## config.mk

```make
export PLATFORM = sky130hd
export DESIGN_NAME = chunked_body_decoder_top
export DESIGN_NICKNAME = d
export VERILOG_FILES = /design/src/cbd_pkg.sv /design/src/cbd_front.sv /design/src/cbd_fifo.sv /design/src/cbd_back.sv /design/src/chunked_body_decoder_top.sv
export SDC_FILE = /design/constraint.sdc
export NUM_CORES = 1
export LEC_CHECK = 0
export BUFFER_PORTS_ARGS = -buffer_cell sky130_fd_sc_hd__buf_2
export CAP_MARGIN = 5
export CORE_MARGIN = 1.5
export CORE_UTILIZATION = 25
export CTS_CLUSTER_DIAMETER = 60
export DETAILED_ROUTE_END_ITERATION = 12
export GPL_TIMING_DRIVEN = 0
export MAX_ROUTING_LAYER = met4
export SLEW_MARGIN = 0
export SYNTH_ARGS = -nofsm -noshare
export SYNTH_HDL_FRONTEND = slang
export SYNTH_SLANG_ARGS = --single-unit
```

## constraint.sdc

```tcl
create_clock -name clk -period 4.5 [get_ports clk]
set_input_delay 0.675 -clock clk [delete_from_list [all_inputs] [get_ports clk]]
set_output_delay 0.675 -clock clk [all_outputs]
set_load 0.02 [all_outputs]
```

## src/cbd_pkg.sv

```systemverilog
// Shared types and constants for the chunked body decoder.
// Holds the classified word passed from the front end to the back end.
// No dependencies.
`default_nettype none

package cbd_pkg;

	localparam int COUNT_W = 32;
	localparam int LIMIT_W = 32;
	localparam int CMP_W   = (COUNT_W > LIMIT_W) ? COUNT_W : LIMIT_W;
	localparam int QDEPTH  = 2;

	localparam logic [LIMIT_W-1:0] LIMIT_RESET = LIMIT_W'(8388608);

	localparam logic [7:0] CH_LF   = 8'h0A;
	localparam logic [7:0] CH_CR   = 8'h0D;
	localparam logic [7:0] CH_TAB  = 8'h09;
	localparam logic [7:0] CH_VT   = 8'h0B;
	localparam logic [7:0] CH_FF   = 8'h0C;
	localparam logic [7:0] CH_SP   = 8'h20;
	localparam logic [7:0] CH_SEMI = 8'h3B;

	typedef enum logic [1:0] {
		ERR_NONE  = 2'd0,
		ERR_SIZE  = 2'd1,
		ERR_LIMIT = 2'd2,
		ERR_CRLF  = 2'd3
	} err_t;

	typedef struct packed {
		logic       cmd;
		logic       is_lf;
		logic       is_cr;
		logic       is_blank;
		logic       is_hex;
		logic [3:0] hex_val;
		logic [7:0] raw;
	} cls_t;

	typedef struct packed {
		logic [1:0] error_code;
		logic       message_done;
		logic       body_valid;
		logic [7:0] body_byte;
	} res_t;

endpackage

`default_nettype wire

```

## src/cbd_front.sv

```systemverilog
// Front end: takes stream words and classifies each byte.
// Depends on cbd_pkg for the classified word type.
`default_nettype none

module cbd_front (
	input  wire logic        command,
	input  wire logic [7:0]  stream_byte,
	output cbd_pkg::cls_t    cls
);

	always_comb begin
		cls          = '0;
		cls.cmd      = command;
		cls.raw      = stream_byte;
		cls.is_lf    = (stream_byte == cbd_pkg::CH_LF);
		cls.is_cr    = (stream_byte == cbd_pkg::CH_CR);
		cls.is_blank = (stream_byte == cbd_pkg::CH_SP) || (stream_byte == cbd_pkg::CH_TAB) ||
		               (stream_byte == cbd_pkg::CH_CR) || (stream_byte == cbd_pkg::CH_VT) ||
		               (stream_byte == cbd_pkg::CH_FF);
		if (stream_byte >= 8'h30 && stream_byte <= 8'h39) begin
			cls.is_hex  = 1'b1;
			cls.hex_val = stream_byte[3:0];
		end else if ((stream_byte >= 8'h61 && stream_byte <= 8'h66) ||
		             (stream_byte >= 8'h41 && stream_byte <= 8'h46)) begin
			cls.is_hex  = 1'b1;
			cls.hex_val = 4'(stream_byte[2:0] + 3'd1) + 4'd8;
		end
	end

endmodule

`default_nettype wire

```

## src/cbd_fifo.sv

```systemverilog
// Short queue of classified words between front and back ends.
// Depends on cbd_pkg for the word type and depth.
`default_nettype none

module cbd_fifo (
	input  wire logic          clk,
	input  wire logic          arst_n,
	input  wire logic          push,
	input  wire cbd_pkg::cls_t push_data,
	output logic               not_full,
	output logic               not_empty,
	input  wire logic          pop,
	output cbd_pkg::cls_t      pop_data
);

	localparam int PTR_W = (cbd_pkg::QDEPTH > 1) ? $clog2(cbd_pkg::QDEPTH) : 1;
	localparam int CNT_W = $clog2(cbd_pkg::QDEPTH + 1);

	cbd_pkg::cls_t    mem_q [cbd_pkg::QDEPTH];
	logic [PTR_W-1:0] wr_ptr_q;
	logic [PTR_W-1:0] rd_ptr_q;
	logic [CNT_W-1:0] count_q;
	logic             do_push;
	logic             do_pop;

	assign not_full  = (count_q != CNT_W'(cbd_pkg::QDEPTH));
	assign not_empty = (count_q != '0);
	assign do_push   = push && not_full;
	assign do_pop    = pop && not_empty;
	assign pop_data  = mem_q[rd_ptr_q];

	function automatic logic [PTR_W-1:0] ptr_next(input logic [PTR_W-1:0] p);
		return (p == PTR_W'(cbd_pkg::QDEPTH - 1)) ? '0 : PTR_W'(p + 1'b1);
	endfunction

	always_ff @(posedge clk) begin
		if (do_push) begin
			mem_q[wr_ptr_q] <= push_data;
		end
	end

	always_ff @(posedge clk or negedge arst_n) begin
		if (!arst_n) begin
			wr_ptr_q <= '0;
			rd_ptr_q <= '0;
			count_q  <= '0;
		end else begin
			if (do_push) begin
				wr_ptr_q <= ptr_next(wr_ptr_q);
			end
			if (do_pop) begin
				rd_ptr_q <= ptr_next(rd_ptr_q);
			end
			if (do_push && !do_pop) begin
				count_q <= CNT_W'(count_q + 1'b1);
			end else if (do_pop && !do_push) begin
				count_q <= CNT_W'(count_q - 1'b1);
			end
		end
	end

endmodule

`default_nettype wire

```

## src/cbd_back.sv

```systemverilog
// Back end: decoder state machine, limit register and result register.
// Depends on cbd_pkg for the word, result and error types.
`default_nettype none

module cbd_back (
	input  wire logic                          clk,
	input  wire logic                          arst_n,
	input  wire logic                          cfg_we,
	input  wire logic [cbd_pkg::LIMIT_W-1:0]   cfg_data,
	input  wire logic                          in_valid,
	input  wire cbd_pkg::cls_t                 in_cls,
	output logic                               in_pop,
	output logic                               res_valid,
	output cbd_pkg::res_t                      res,
	input  wire logic                          res_ready
);

	localparam int CW    = cbd_pkg::COUNT_W;
	localparam int SUM_W = cbd_pkg::CMP_W + 1;

	typedef enum logic [2:0] {
		PH_SIZE_WS,
		PH_SIZE_HEX,
		PH_SIZE_EXT,
		PH_DATA,
		PH_DATA_END,
		PH_DATA_CR,
		PH_TRAILER,
		PH_DONE
	} phase_t;

	phase_t                        phase_q, n_phase;
	logic [CW-1:0]                 acc_q, n_acc;
	logic                          digit_q, n_digit;
	logic [CW-1:0]                 left_q, n_left;
	logic [CW-1:0]                 total_q, n_total;
	logic                          nonblank_q, n_nonblank;
	cbd_pkg::err_t                 err_q, n_err;
	logic [cbd_pkg::LIMIT_W-1:0]   limit_q;
	logic                          res_valid_q;
	cbd_pkg::res_t                 res_q, n_res;
	logic                          over_limit;
	logic [SUM_W-1:0]              need;

	assign in_pop    = in_valid && (!res_valid_q || res_ready);
	assign res_valid = res_valid_q;
	assign res       = res_q;

	assign need       = SUM_W'(total_q) + SUM_W'(acc_q);
	assign over_limit = (need > SUM_W'(limit_q));

	always_comb begin
		n_phase    = phase_q;
		n_acc      = acc_q;
		n_digit    = digit_q;
		n_left     = left_q;
		n_total    = total_q;
		n_nonblank = nonblank_q;
		n_err      = err_q;
		n_res      = '0;
		if (in_cls.cmd) begin
			n_phase    = PH_SIZE_WS;
			n_acc      = '0;
			n_digit    = 1'b0;
			n_left     = '0;
			n_total    = '0;
			n_nonblank = 1'b0;
			n_err      = cbd_pkg::ERR_NONE;
		end else if (err_q == cbd_pkg::ERR_NONE) begin
			unique case (phase_q)
				PH_SIZE_WS, PH_SIZE_HEX: begin
					if (in_cls.is_lf) begin
						if (!digit_q) begin
							n_err = cbd_pkg::ERR_SIZE;
						end else if (acc_q == '0) begin
							n_phase    = PH_TRAILER;
							n_nonblank = 1'b0;
						end else if (over_limit) begin
							n_err = cbd_pkg::ERR_LIMIT;
						end else begin
							n_left  = acc_q;
							n_phase = PH_DATA;
						end
						n_acc   = '0;
						n_digit = 1'b0;
					end else if (in_cls.is_hex) begin
						if (|acc_q[CW-1 -: 4]) begin
							n_acc = '1;
						end else begin
							n_acc = {acc_q[CW-5:0], in_cls.hex_val};
						end
						n_digit = 1'b1;
						n_phase = PH_SIZE_HEX;
					end else if (!(phase_q == PH_SIZE_WS && in_cls.is_blank)) begin
						n_phase = PH_SIZE_EXT;
					end
				end
				PH_SIZE_EXT: begin
					if (in_cls.is_lf) begin
						if (!digit_q) begin
							n_err = cbd_pkg::ERR_SIZE;
						end else if (acc_q == '0) begin
							n_phase    = PH_TRAILER;
							n_nonblank = 1'b0;
						end else if (over_limit) begin
							n_err = cbd_pkg::ERR_LIMIT;
						end else begin
							n_left  = acc_q;
							n_phase = PH_DATA;
						end
						n_acc   = '0;
						n_digit = 1'b0;
					end
				end
				PH_DATA: begin
					n_res.body_valid = 1'b1;
					n_res.body_byte  = in_cls.raw;
					n_total          = CW'(total_q + 1'b1);
					n_left           = CW'(left_q - 1'b1);
					if (left_q == CW'(1)) begin
						n_phase = PH_DATA_END;
					end
				end
				PH_DATA_END: begin
					if (in_cls.is_cr) begin
						n_phase = PH_DATA_CR;
					end else if (in_cls.is_lf) begin
						n_phase = PH_SIZE_WS;
					end else begin
						n_err = cbd_pkg::ERR_CRLF;
					end
				end
				PH_DATA_CR: begin
					if (in_cls.is_lf) begin
						n_phase = PH_SIZE_WS;
					end else begin
						n_err = cbd_pkg::ERR_CRLF;
					end
				end
				PH_TRAILER: begin
					if (in_cls.is_lf) begin
						if (!nonblank_q) begin
							n_phase = PH_DONE;
						end
						n_nonblank = 1'b0;
					end else if (!in_cls.is_blank) begin
						n_nonblank = 1'b1;
					end
				end
				PH_DONE: begin
				end
			endcase
		end
		n_res.message_done = (n_phase == PH_DONE) && (n_err == cbd_pkg::ERR_NONE);
		n_res.error_code   = n_err;
	end

	always_ff @(posedge clk or negedge arst_n) begin
		if (!arst_n) begin
			phase_q     <= PH_SIZE_WS;
			acc_q       <= '0;
			digit_q     <= 1'b0;
			left_q      <= '0;
			total_q     <= '0;
			nonblank_q  <= 1'b0;
			err_q       <= cbd_pkg::ERR_NONE;
			limit_q     <= cbd_pkg::LIMIT_RESET;
			res_valid_q <= 1'b0;
			res_q       <= '0;
		end else begin
			if (cfg_we) begin
				limit_q <= cfg_data;
			end
			if (in_pop) begin
				phase_q    <= n_phase;
				acc_q      <= n_acc;
				digit_q    <= n_digit;
				left_q     <= n_left;
				total_q    <= n_total;
				nonblank_q <= n_nonblank;
				err_q      <= n_err;
				res_q      <= n_res;
			end
			if (in_pop) begin
				res_valid_q <= 1'b1;
			end else if (res_ready) begin
				res_valid_q <= 1'b0;
			end
		end
	end

endmodule

`default_nettype wire

```

## src/chunked_body_decoder_top.sv

```systemverilog
// Top level of the chunked body decoder: front end, queue and back end.
// Depends on cbd_pkg, cbd_front, cbd_fifo and cbd_back.
//
//   channel  direction  tdata / data                          tuser
//   s_       in         [7:0] stream_byte                     [0] command
//   m_       out        [7:0] body_byte, [8] message_done,    [0] body_valid
//                       [10:9] error_code, [15:11] zero
//   cfg_     in         [31:0] body_limit                     -
//
// One word in and one word out per cycle while m_ takes results; a word taken on s_
// passes a queue slot, then the result register, before it reaches m_.
// The back end state update is the loop that sets the rate.
// Reset clears all decoder state and loads body_limit with 8388608.
// A stall on m_ fills the two-slot queue, then drops s_tready.
`default_nettype none

module chunked_body_decoder_top (
	input  wire logic         clk,
	input  wire logic         arst_n,
	input  wire logic         s_tvalid,
	output logic              s_tready,
	input  wire logic [7:0]   s_tdata,  // [7:0] stream_byte
	input  wire logic [0:0]   s_tuser,  // [0] command
	output logic              m_tvalid,
	input  wire logic         m_tready,
	output logic [15:0]       m_tdata,  // [7:0] body_byte, [8] message_done, [10:9] error_code
	output logic [0:0]        m_tuser,  // [0] body_valid
	input  wire logic         cfg_valid,
	output logic              cfg_ready,
	input  wire logic [31:0]  cfg_data
);

	cbd_pkg::cls_t cls_in;
	cbd_pkg::cls_t cls_out;
	cbd_pkg::res_t res;
	logic          q_valid;
	logic          q_pop;

	assign cfg_ready = 1'b1;

	cbd_front u_front (
		.command     (s_tuser[0]),
		.stream_byte (s_tdata),
		.cls         (cls_in)
	);

	cbd_fifo u_fifo (
		.clk       (clk),
		.arst_n    (arst_n),
		.push      (s_tvalid),
		.push_data (cls_in),
		.not_full  (s_tready),
		.not_empty (q_valid),
		.pop       (q_pop),
		.pop_data  (cls_out)
	);

	cbd_back u_back (
		.clk       (clk),
		.arst_n    (arst_n),
		.cfg_we    (cfg_valid && cfg_ready),
		.cfg_data  (cfg_data),
		.in_valid  (q_valid),
		.in_cls    (cls_out),
		.in_pop    (q_pop),
		.res_valid (m_tvalid),
		.res       (res),
		.res_ready (m_tready)
	);

	assign m_tdata = {5'd0, res.error_code, res.message_done, res.body_byte};
	assign m_tuser = res.body_valid;

endmodule

`default_nettype wire

```

==> metrics.yaml, run 1 <==
status:
  status: "complete, but fails checks"
  violations: "negative setup slack"
floorplanning:
  dieArea_um2: 46900
  core_um2: 45200
  start_util_pct: 25.3
  rows: 78
  io_pins: 66
  die_w_um: 217
  fp.dieH_um: 217
global_routing:
  grt_pass1_wl_um: 54800
  grt_max_degree: 110
  grt_pass1_vias: 10000
  grt_overflow: 0
  grt_usage_pct: 15.0
  antenna_found_initial: 0
yosys:
  yosys_warnings: 0
  ys_seq_area_share_pct: 41.9
  netlist_top_cells_area: "dfrtp_1 33%, edfxtp_1 8.9%, o21ai_0 8.0%"
  yosys.cell_types.count: 77
  ys_seq_elements: 184
  synthCells: 1310
  async_flop_share_pct: 81.5
  synth_top_area_share_pct: 32.7
  synthFlopType: "dfrtp_1"
  synth-edff-count: 34
  synth_top_cell_by_area: "dfrtp_1"
  synth_area_um2: 11400
  avgSynthCellArea_um2: 8.71
critical_path:
  cp_slowest_stage_delay_ps: 500
  crit_fanout: 8
  critPathTopFamily: "compound AO/OA/AOI/OAI gates"
  crit_path_top_delay_cell: "or4_4"
  end_kind: "register"
  crit_type: "reg -> reg"
  startpoint: "u_back.acc_q[1]"
  required_ps: 4870
  crit_top_cell: "a21oi_4"
  path_buf_inv: 3
  critPathLaunchType: "register"
  cp_cell_sequence: "inv_1, fa_2, nand2b_4, a21oi_4, o21bai_4, o21ai_4, a211o_1, a21oi_4, or4_4, a211oi_2, xnor2_1, ha_1, a21o_1, a21oi_2, o21ai_2, a221o_1, a21oi_4, a32o_2, nand3_4, buf_8, clkbuf_16, o22ai_1"
  arrival_ps: 5520
  r2r_start: "u_back.acc_q[1]"
place:
  gp_congestion: 0.865
  portBuffers: 58
  dpl.hpwl_um: 24600
finish:
  area_growth_pct: 22.3
  drive_gt1_share_pct: 17.5
  diodes: 0
  nFillCells: 4691
  finalNetCount: 1545
sta:
  drv_slew: 0
  tns_ps: -21060
  relSlewSlack_pct: 23.2
  max_freq_mhz: 194
  final-setup-viol-count: 36
  skew_ps: 9.26
  min_period_over_period_pct: 115
  rsz0062_at_grt: "true"
  fin_crit_ps: 5160
  fin_ws_ps: -657
  max_slew.worst_pin.slew_ps: 1150
  hold_viol_final: 0
worst_hold_path:
  hold_class: "in -> async"
clocking:
  cts_tree: "done"
  clk_latency_ps: 450
  clk_pin_slew_ps: 70
  cts_hold_buffers: 0
  cts_buffers: 17
  clk_path_buf_depth: 2
  clock-sinks: 184
  h-tree-depth: 4
  root_buffer: "clkbuf_16"
route:
  dr.pass1.iters: 6
  vias: 10500
  viasPerCell: 5.13
  drc: 0
  antenna_left: 0
  routed_wl_um: 34400
  post_drt_wl_per_cell_um: 16.9
  drt_first_iter_violations: 947
run:
  drv_cap: 0
power_and_ir_drop:
  ir_worst_vdd_uv: 359
  leakagePower_nw: 5.83
  finalPower_w: 0.00633
  powerDensity_nw_per_um2: 453
## timing repair
item | in CTS | in global routing
gates resized for setup | 60 | 56
cloned | 3 | 1
endpoints found under the setup margin | 36 | 36
pin swaps | 19 | 22
buffers inserted | 17 | 11
## registers in the layout (all words and copies together) (netlist names)
register and count:
u_back.phase_q 3, u_back.nonblank_q 1, u_fifo.wr_ptr_q 1, u_fifo.rd_ptr_q 1
u_back.total_q 32, u_back.res 10, u_back.err_q 2, u_back.limit_q 32
u_back.digit_q 1, u_back.left_q 32, u_fifo.mem_q 34, u_back.res_valid 1
u_fifo.count_q 2, u_back.acc_q 32
## cell type report
| class | instances | area (µm²) | area share, % |
|---|---|---|---|
| Buffer | 63 | 329 | 2.36 |
| Clock buffer | 17 | 425 | 3.05 |
| Tap cell | 600 | 751 | 5.38 |
| Sequential cell | 184 | 4800 | 34.4 |
| Timing Repair Buffer | 92 | 626 | 4.48 |
| Inverter | 58 | 218 | 1.56 |
| Clock inverter | 15 | 210 | 1.51 |
| Multi-Input combinational cell | 1009 | 6600 | 47.3 |
## final timing paths
check	end	slack [ps]	depth (start not counted)
min reg2reg	u_back.res[2]	490	2
min in group clk	u_fifo.mem_q[1][16]	420	1
max reg2reg	u_back.left_q[18]	-660	22
min	u_back.limit_q[29]	100	1
max	u_back.left_q[18]	-660	22
max in group asynchronous	u_back.total_q[15]	3470	2
## where the power goes
| part | internal [W] | total [W] | switching [W] |
|---|---|---|---|
| clock network | 0.000900 | 0.00164 | 0.000741 |
| logic | 0.000893 | 0.00262 | 0.00172 |
| registers | 0.00192 | 0.00207 | 0.000155 |
## stage by stage
step / setup WS (ps) / hold WS, ps / instance area (µm²) / util, % / cells
after floorplan: -125 / 379 / 11500 / - / 1314
after CTS: -566 / 110 / 13600 / 30.2 / 2025
final: -657 / 105 / 14000 / 30.9 / 2038
after global routing: -833 / 123 / 14000 / 30.9 / 2038
after global placement: -1300 / 461 / 12600 / 27.8 / 1972
after detailed placement: -1340 / 472 / 12600 / 27.9 / 1973
## kinds of logic (layout without fill, tap and decap cells)
logic type               after synthesis  count (layout)  synth area share, %
other                                  2               6               0.0658
flip-flops                           184             184                 41.9
buffers and inverters                121             245                 4.21
multiplexers                          19              19                 1.71
adder cells (fa/ha/maj)               74              74                 8.18
XOR/XNOR                              34              34                 2.61
AO/OA/AOI/OAI                        414             414                 21.9
AND/OR/NAND/NOR                      462             462                 19.5
## layer usage
layer / global-route usage, % / wire, µm / vias up
met4: 4.72 / 890 / 0
met5: - / 0 / -
met3: 2.29 / 1550 / 55
met1: 20.4 / 16200 / 5122
met2: 22.8 / 15700 / 275
li1: - / - / 4998
## cell usage in the layout, fill, tap and decap left out, types with 15 or more instances in the layout
cell / n
mux2i_1: 15
nor2b_1: 18
a21oi_1: 80
o21ai_2: 15
dfrtp_1: 130
edfxtp_1: 34
nor4_1: 21
dfrtp_2: 19
inv_1: 56
clkbuf_16: 19
o21ai_0: 161
nand3_1: 33
and3_1: 20
nand2_1: 179
buf_2: 60
a31oi_1: 15
nor3_1: 27
clkbuf_1: 47
ha_1: 62
buf_4: 32
xnor2_1: 25
nor2_1: 87
## Yosys cell counts (all sizes together) (14+ instances only)
master    n
a21oi    89
a31oi    16
and3     22
clkbuf   52
dfrtp   149
edfxtp   34
ha       73
inv      58
mux2i    15
nand2   181
nand2b   14
nand3    35
nor2     90
nor2b    19
nor3     28
nor4     23
o21ai   187
o22ai    16
xnor2    26
## worst reg2reg max path, delay by kind of cell, from the launching register on
family / cells / cell delay, ps
DFF: 1 / 480
AOI/OAI and AO/OA: 13 / 2510
buffers and inverters: 3 / 480
adders and majority gates: 2 / 660
xor gates and xnor gates: 1 / 160
and+or+nand+nor: 3 / 810
Power figures use the tool's default switching activity.
==> inputs of run 2 (changes only) <==
--- a/config.mk
+++ b/config.mk
@@ -13,7 +13,9 @@
 export DETAILED_ROUTE_END_ITERATION = 12
 export GPL_TIMING_DRIVEN = 0
 export MAX_ROUTING_LAYER = met4
+export PLACE_DENSITY_LB_ADDON = 0.15
 export SLEW_MARGIN = 0
 export SYNTH_ARGS = -nofsm -noshare
 export SYNTH_HDL_FRONTEND = slang
+export SYNTH_HIERARCHICAL = 1
 export SYNTH_SLANG_ARGS = --single-unit
==> run 2 against run 1 <==
  * The flow still finishes with violations (negative setup slack)
  * Via count down 2.9%
  * Critical endpoint is now u_back/left_q[0]
  * Register-to-register slack better by 420 ps
  * Count of clock-buffer cells in the layout up 3
  * Highest routed layer unchanged
==> metrics.yaml, run 2 <==
clocking:
  clk_path_buf_depth: 2  # unchanged
  h-tree-depth: 4  # unchanged
  cts_tree: "done"
  cts_hold_buffers: 0  # unchanged
  root_buffer: "clkbuf_16"
  clock-sinks: 184  # unchanged
  clk_latency_ps: 490  # +40 ps
  clk_pin_slew_ps: 70  # about the same
  cts_buffers: 17  # unchanged
critical_path:
  cp_cell_sequence: "ha_4, a2111o_1, o211a_1, a31o_4, a221oi_4, nor2_2, buf_4, nor2_4, xnor2_2, ha_1, nand2_1, o21ai_1, a211oi_2, o32ai_2, a211o_4, buf_6, a2111oi_4, mux2i_1, a32o_1"
  required_ps: 4920  # +50 ps
  cp_slowest_stage_delay_ps: 440  # -60 ps
  reg2regPathDepth: 19  # -14%
  reg2reg_slack_ps: -240  # +420 ps
  critPathLaunchType: "register"
  path_buf_inv: 2  # -1
  crit_fanout: 4  # -4
  critPathTopFamily: "compound AO/OA/AOI/OAI gates"
  worstReg2RegEnd: "u_back/left_q[0]"
  crit_type: "reg -> reg"
  arrival_ps: 5160  # -360 ps
  crit_path_top_delay_cell: "dfrtp_2"
  end_kind: "register"
  r2r_start: "u_back/total_q[7]"
worst_hold_path:
  hold_class: "in -> async"
sta:
  fin_crit_ps: 4740  # -417 ps
  max_freq_mhz: 211  # +8.8%
  min_period_over_period_pct: 105  # -9.3 points
  hold_viol_final: 0  # unchanged
  max_slew.worst_pin.slew_ps: 1040  # -102 ps
  fin_ws_ps: -240  # +417 ps
  drv_slew: 0  # unchanged
  rsz0062_at_grt: "true"
  final-setup-viol-count: 36  # unchanged
  skew_ps: 16.0  # +6.70 ps
  relSlewSlack_pct: 30.3  # +7.1 points
global_routing:
  grt_pass1_vias: 10100  # +0.79%
  grt_max_degree: 97  # -12%
  grt_overflow: 0  # unchanged
  antenna_found_initial: 0  # unchanged
  grt_usage_pct: 16.2  # +1.3 points
  grt_pass1_wl_um: 57600  # +5.1%
finish:
  diodes: 0  # unchanged
  largest_reg_flops: 34  # unchanged
  area_growth_pct: 23.0
  fin_area_um2: 14300  # +2.7%
  drive_gt1_share_pct: 21.1  # +3.7 points
  max_flop_register: "u_fifo/mem_q"
  final_core_util_pct: 31.4  # +0.50 points
  layout_common_cells: "149 x nand2_1, 132 x dfrtp_1, 125 x o21ai_0"
  finalNetCount: 1568  # +1.5%
  mostFrequentLayoutCell: "nand2_1"
  nFillCells: 4866  # +3.7%
  stdcell_count: 2061  # +1.1%
place:
  dpl_cell_area_um2: 12800  # +1.3%
  place_inst: 1993  # +1.0%
  gp_congestion: 0.820  # -5.3%
  portBuffers: 57  # -1.7%
  dpl.hpwl_um: 26900  # +9.4%
floorplanning:
  fp.dieH_um: 219  # +1.1%
  rows: 78  # unchanged
  dieArea_um2: 47900  # +2.2%
  core_um2: 45700  # +1.1%
  die_w_um: 219  # +1.1%
  io_pins: 66  # unchanged
  start_util_pct: 25.5  # +0.28 points
yosys:
  synth-edff-count: 34  # unchanged
  synthFlopType: "dfrtp_1"
  ys_seq_area_share_pct: 41.0  # -0.90 points
  avgSynthCellArea_um2: 8.77  # +0.66%
  yosys.cell_types.count: 94  # +22%
  synth_common_cells: "149 x dfrtp_1, 149 x nand2_1, 131 x o21ai_0, 120 x a21oi_1, 118 x nor2_1"
  synth_top_area_share_pct: 32.0  # -0.70 points
  yosys_warnings: 6  # +6
  ys_seq_elements: 184  # unchanged
  synth_top_cell_by_area: "dfrtp_1"
  async_flop_share_pct: 81.5  # unchanged
  netlist_top_cells_area: "dfrtp_1 32%, edfxtp_1 8.8%, ha_1 7.7%"
  synthCells: 1330  # +1.5%
  synth_area_um2: 11700  # +2.2%
power_and_ir_drop:
  p_int_w: 0.00420  # +13%
  switching_power_w: 0.00341  # +30%
  pwr-share-seq_pct: 29.4  # -3.3 points
  powerDensity_nw_per_um2: 530  # +17%
  swShare_pct: 44.8  # +3.4 points
  leakagePower_nw: 6.11  # +4.9%
  pwr-share-clk_pct: 20.1  # -5.8 points
  combPwrFrac_pct: 50.5  # +9.1 points
  ir_worst_vdd_uv: 283  # -21%
route:
  post_drt_wl_per_cell_um: 17.7  # +5.1%
  antenna_left: 0  # unchanged
  vias: 10100  # -2.9%
  drc: 0  # unchanged
  dr.pass1.iters: 5  # -1
  drt_first_iter_violations: 673  # -29%
  viasPerCell: 4.92  # -4.0%
  routed_wl_um: 36500  # +6.3%
status:
  status: "complete, but fails checks"
  violations: "negative setup slack"
run:
  drv_cap: 0  # unchanged
-- run 2: cell types whose count changed after synthesis, sizes merged, moves of 16 or more --
| cell | before | now |
|---|---|---|
| a21oi | 89 | 122 |
| inv | 58 | 90 |
| nand2 | 181 | 150 |
| nor2 | 90 | 120 |
| o21ai | 187 | 167 |
| buf | 11 | 27 |
-- run 2: power groups by stage --
stage	registers [W]	clock network (W)	logic, W
finish	0.00223	0.00153	0.00384
global route	0.00227	0.00165	0.00423
CTS	0.00222	0.00159	0.00357
detailed placement	0.00228	0	0.00327
global placement	0.00228	0	0.00327
floorplan	0.00221	0	0.00230
-- run 2: cell families after synthesis --
family,after synthesis,share of synthesized area [%]
buffers and inverters,164,6.13
AOI/OAI and AO/OA,422,22.2
and+or+nand+nor,433,18.2
muxes,20,2.21
DFF,184,41.0
xor gates and xnor gates,32,2.40
other,2,0.0644
adders and majority gates,73,7.90
-- run 2: worst max-delay path by stage --
stage                            startpoint                end  slack [ps]  depth (start not counted)
final                     u_back/total_q[7]   u_back/left_q[0]        -240                         19
after global routing      u_back/total_q[0]   u_back/left_q[0]        -440                         21
after CTS                 u_back/total_q[7]  u_back/left_q[23]        -260                         18
after detailed placement    u_back/acc_q[7]  u_back/left_q[28]       -1270                         17
after global placement      u_back/acc_q[0]  u_back/left_q[30]       -1310                         18
after floorplan           u_back/total_q[7]  u_back/left_q[13]          20                         18
-- run 2: area by class of cell --
class	instances	area (µm²)	area share [%]
clock inverters	11	115	0.803
multi-input cells	986	6780	47.3
inverters	90	338	2.36
repair buffers	96	681	4.75
plain buffers	74	414	2.89
clock buffers	20	459	3.20
flip-flops and latches	184	4800	33.5
well taps	600	751	5.24
-- run 2: per-stage QoR --
stage | total power (W) | worst slack (ps) | setup TNS [ps] | hold WS (ps)
2_1_floorplan | 0.00451 | 21.5 | 0 | 379
3_3_place_gp | 0.00555 | -1310 | -41340 | 478
3_5_place_dp | 0.00555 | -1270 | -40770 | 483
4_1_cts | 0.00738 | -256 | -7470 | 97.6
5_1_grt | 0.00815 | -438 | -13930 | 121
6_report | 0.00760 | -240 | -6810 | 111
-- run 2: repair_timing --
action,4_1_cts,5_1_grt
cloned,0,2
setup buffers,30,5
endpoints found under the setup margin,36,36
resized for setup,89,65
pin swaps,38,73
-- run 2: metal layers --
metal | up-vias | GRT usage, % | routed length (µm)
li1 | 5019 | - | -
met1 | 4863 | 19.9 | 16800
met2 | 223 | 26.3 | 17200
met3 | 43 | 3.40 | 1570
met4 | 0 | 6.14 | 907
met5 | - | - | 0
==> inputs of run 3 (changes only) <==
--- a/config.mk
+++ b/config.mk
@@ -5,12 +5,12 @@
 export SDC_FILE = /design/constraint.sdc
 export NUM_CORES = 1
 export LEC_CHECK = 0
-export BUFFER_PORTS_ARGS = -buffer_cell sky130_fd_sc_hd__buf_2
 export CAP_MARGIN = 5
 export CORE_MARGIN = 1.5
-export CORE_UTILIZATION = 25
+export CORE_UTILIZATION = 33
 export CTS_CLUSTER_DIAMETER = 60
 export DETAILED_ROUTE_END_ITERATION = 12
+export DONT_BUFFER_PORTS = 1
 export GPL_TIMING_DRIVEN = 0
 export MAX_ROUTING_LAYER = met4
 export PLACE_DENSITY_LB_ADDON = 0.15
==> run 3 against run 2 <==
  * Sequential power barely moved
  * Wire length fell by 4.8%
  * Largest cell class unchanged
  * Final cell count shrank 9.2%
  * Clock power hardly changed
  * Die area down 24%
  * The run still ends with negative setup slack left
==> metrics.yaml, run 3 (synthesis results as in run 2) <==
finish:
  mostFrequentLayoutCell: "nand2_1"
  stdcell_count: 1871  # -9.2%
  largest_reg_flops: 34  # unchanged
  finalNetCount: 1522  # -2.9%
  multi_input_area_um2: 6850  # +0.96%
  drive_gt1_share_pct: 19.3  # -1.9 points
  nFillCells: 3452  # -29%
  layout_common_cells: "148 x nand2_1, 128 x dfrtp_1, 124 x o21ai_0"
  max_flop_register: "u_fifo/mem_q"
  diodes: 0  # unchanged
  area_growth_pct: 20.7
  register_area_um2: 4800  # +0.10%
floorplanning:
  start_util_pct: 33.7  # +8.1 points
  dieArea_um2: 36500  # -24%
  rows: 68  # -13%
  die_w_um: 191  # -13%
  io_pins: 66  # unchanged
  fp.dieH_um: 191  # -13%
  core_um2: 34600  # -24%
clocking:
  cts_tree: "done"
  clk_latency_ps: 460  # -30 ps
  h-tree-depth: 4  # unchanged
  clock-sinks: 184  # unchanged
  cts_buffers: 17  # unchanged
  clk_path_buf_depth: 2  # unchanged
  root_buffer: "clkbuf_16"
  clk_pin_slew_ps: 90  # +20 ps
critical_path:
  crit_type: "reg -> reg"
  required_ps: 4850  # -70 ps
  cp_cell_sequence: "ha_2, nand2_1, o211ai_1, o2111ai_4, a311oi_2, o21a_1, nor2_1, xnor2_1, ha_1, a21oi_2, o21ai_2, a211oi_2, o32ai_4, a211o_4, a211o_1, buf_8, buf_6, buf_6, a21oi_2, o21ai_1"
  cp_slowest_stage_delay_ps: 490  # +50 ps
  critPathLaunchType: "register"
  crit_path_top_delay_cell: "dfrtp_1"
  crit_fanout: 7  # +3
  arrival_ps: 5010  # -150 ps
  end_kind: "register"
route:
  antenna_left: 0  # unchanged
  drt_first_iter_violations: 667  # -0.89%
  viasPerCell: 5.37  # +9.0%
  post_drt_wl_per_cell_um: 18.6  # +4.9%
  vias: 10000  # -1.0%
  dr.pass1.iters: 5  # unchanged
  drc: 0  # unchanged
  routed_wl_um: 34800  # -4.8%
sta:
  skew_ps: 19.4  # +3.41 ps
  max_slew.worst_pin.slew_ps: 910  # -135 ps
  rsz0062_at_grt: "true"
  hold_viol_final: 0  # unchanged
  fin_crit_ps: 4660  # -75.6 ps
  min_period_over_period_pct: 104  # -1.7 points
  final-setup-viol-count: 33  # -8.3%
  fin_ws_ps: -164  # +75.6 ps
  relSlewSlack_pct: 38.8  # +8.4 points
  max_freq_mhz: 214  # +1.6%
  tns_ps: -3540  # +3270 ps
  hold-worst-slack_ps: 58.9  # -51.8 ps
  drv_slew: 0  # unchanged
place:
  place_inst: 1790  # -10%
  dpl_worst_slack_ps: -1140  # +132 ps
  portBuffers: 0  # -100%
  gp_congestion: 0.851  # +3.9%
  dpl.hpwl_um: 24800  # -8.0%
power_and_ir_drop:
  powerDensity_nw_per_um2: 541  # +2.0%
  ir_worst_vdd_uv: 329  # +16%
  leakagePower_nw: 5.92  # -3.1%
  finalPower_w: 0.00761  # +0.16%
global_routing:
  grt_usage_pct: 20.1  # +3.8 points
  grt_pass1_wl_um: 54900  # -4.8%
  grt_pass1_vias: 9843  # -2.7%
  antenna_found_initial: 0  # unchanged
  grt_max_degree: 150  # +55%
  grt_overflow: 0  # unchanged
run:
  drv_cap: 0  # unchanged
status:
  violations: "negative setup slack"
  status: "complete, but fails checks"
worst_hold_path:
  hold_class: "in -> async"
-- run 3: final cells by class --
cell class / instances / share of cell area [%]
buffer: 74 / 2.92
clock buffer: 19 / 3.23
clock inverter: 13 / 1.09
inverter: 90 / 2.40
multi-input combinational: 986 / 48.6
sequential: 184 / 34.1
tap: 455 / 4.04
timing repair buffer: 50 / 3.57
-- run 3: worst paths after layout --
path	start	to	slack, ps	cells past startpoint
max	u_back/acc_q[13]	u_back/left_q[6]	-160	20
min	arst_n	u_back/limit_q[23]	60	0
max reg2reg	u_back/acc_q[13]	u_back/left_q[6]	-160	20
min reg2reg	u_fifo/count_q[1]	u_fifo/count_q[1]	500	1
max in group asynchronous	arst_n	u_back/acc_q[21]	3640	1
min in group clk	cfg_data[30]	u_back/limit_q[30]	350	2
-- run 3: timing repair --
item	4_1_cts	5_1_grt
endpoints found under the setup margin	36	36
pin swaps	52	63
hold endpoints to repair	149	0
gates resized for setup	115	59
buffers inserted	37	7
hold buffers	1	0
gates cloned	4	0
-- run 3: per-stage QoR --
stage	util (%)	area, µm²
detailed placement	35.4	12300
CTS	39.8	13800
floorplan	-	11700
global placement	35.4	12200
global route	40.7	14100
finish	40.7	14100
-- run 3: report_power, final --
group          leakage [nW]  switching (W)  internal [W]
logic                  3.32        0.00240       0.00139
clock network         0.299       0.000777      0.000784
registers              2.30       0.000263       0.00200
total                  5.92        0.00344       0.00417
-- run 3: layer usage --
layer	GRT usage [%]	vias up	wire length (µm)
li1	-	4915	-
met1	25.8	4849	16100
met2	32.2	246	16500
met3	3.03	35	1620
met4	6.54	0	556
met5	-	-	0
-- run 3: critical path, delay by kind of cell, from the launching register on --
family / cells / cell delay, ps
AO/OA/AOI/OAI: 12 / 2600
adder cells (fa/ha/maj): 2 / 790
flip-flops: 1 / 490
buffers and inverters: 3 / 400
AND/OR/NAND/NOR: 2 / 140
XOR/XNOR: 1 / 130
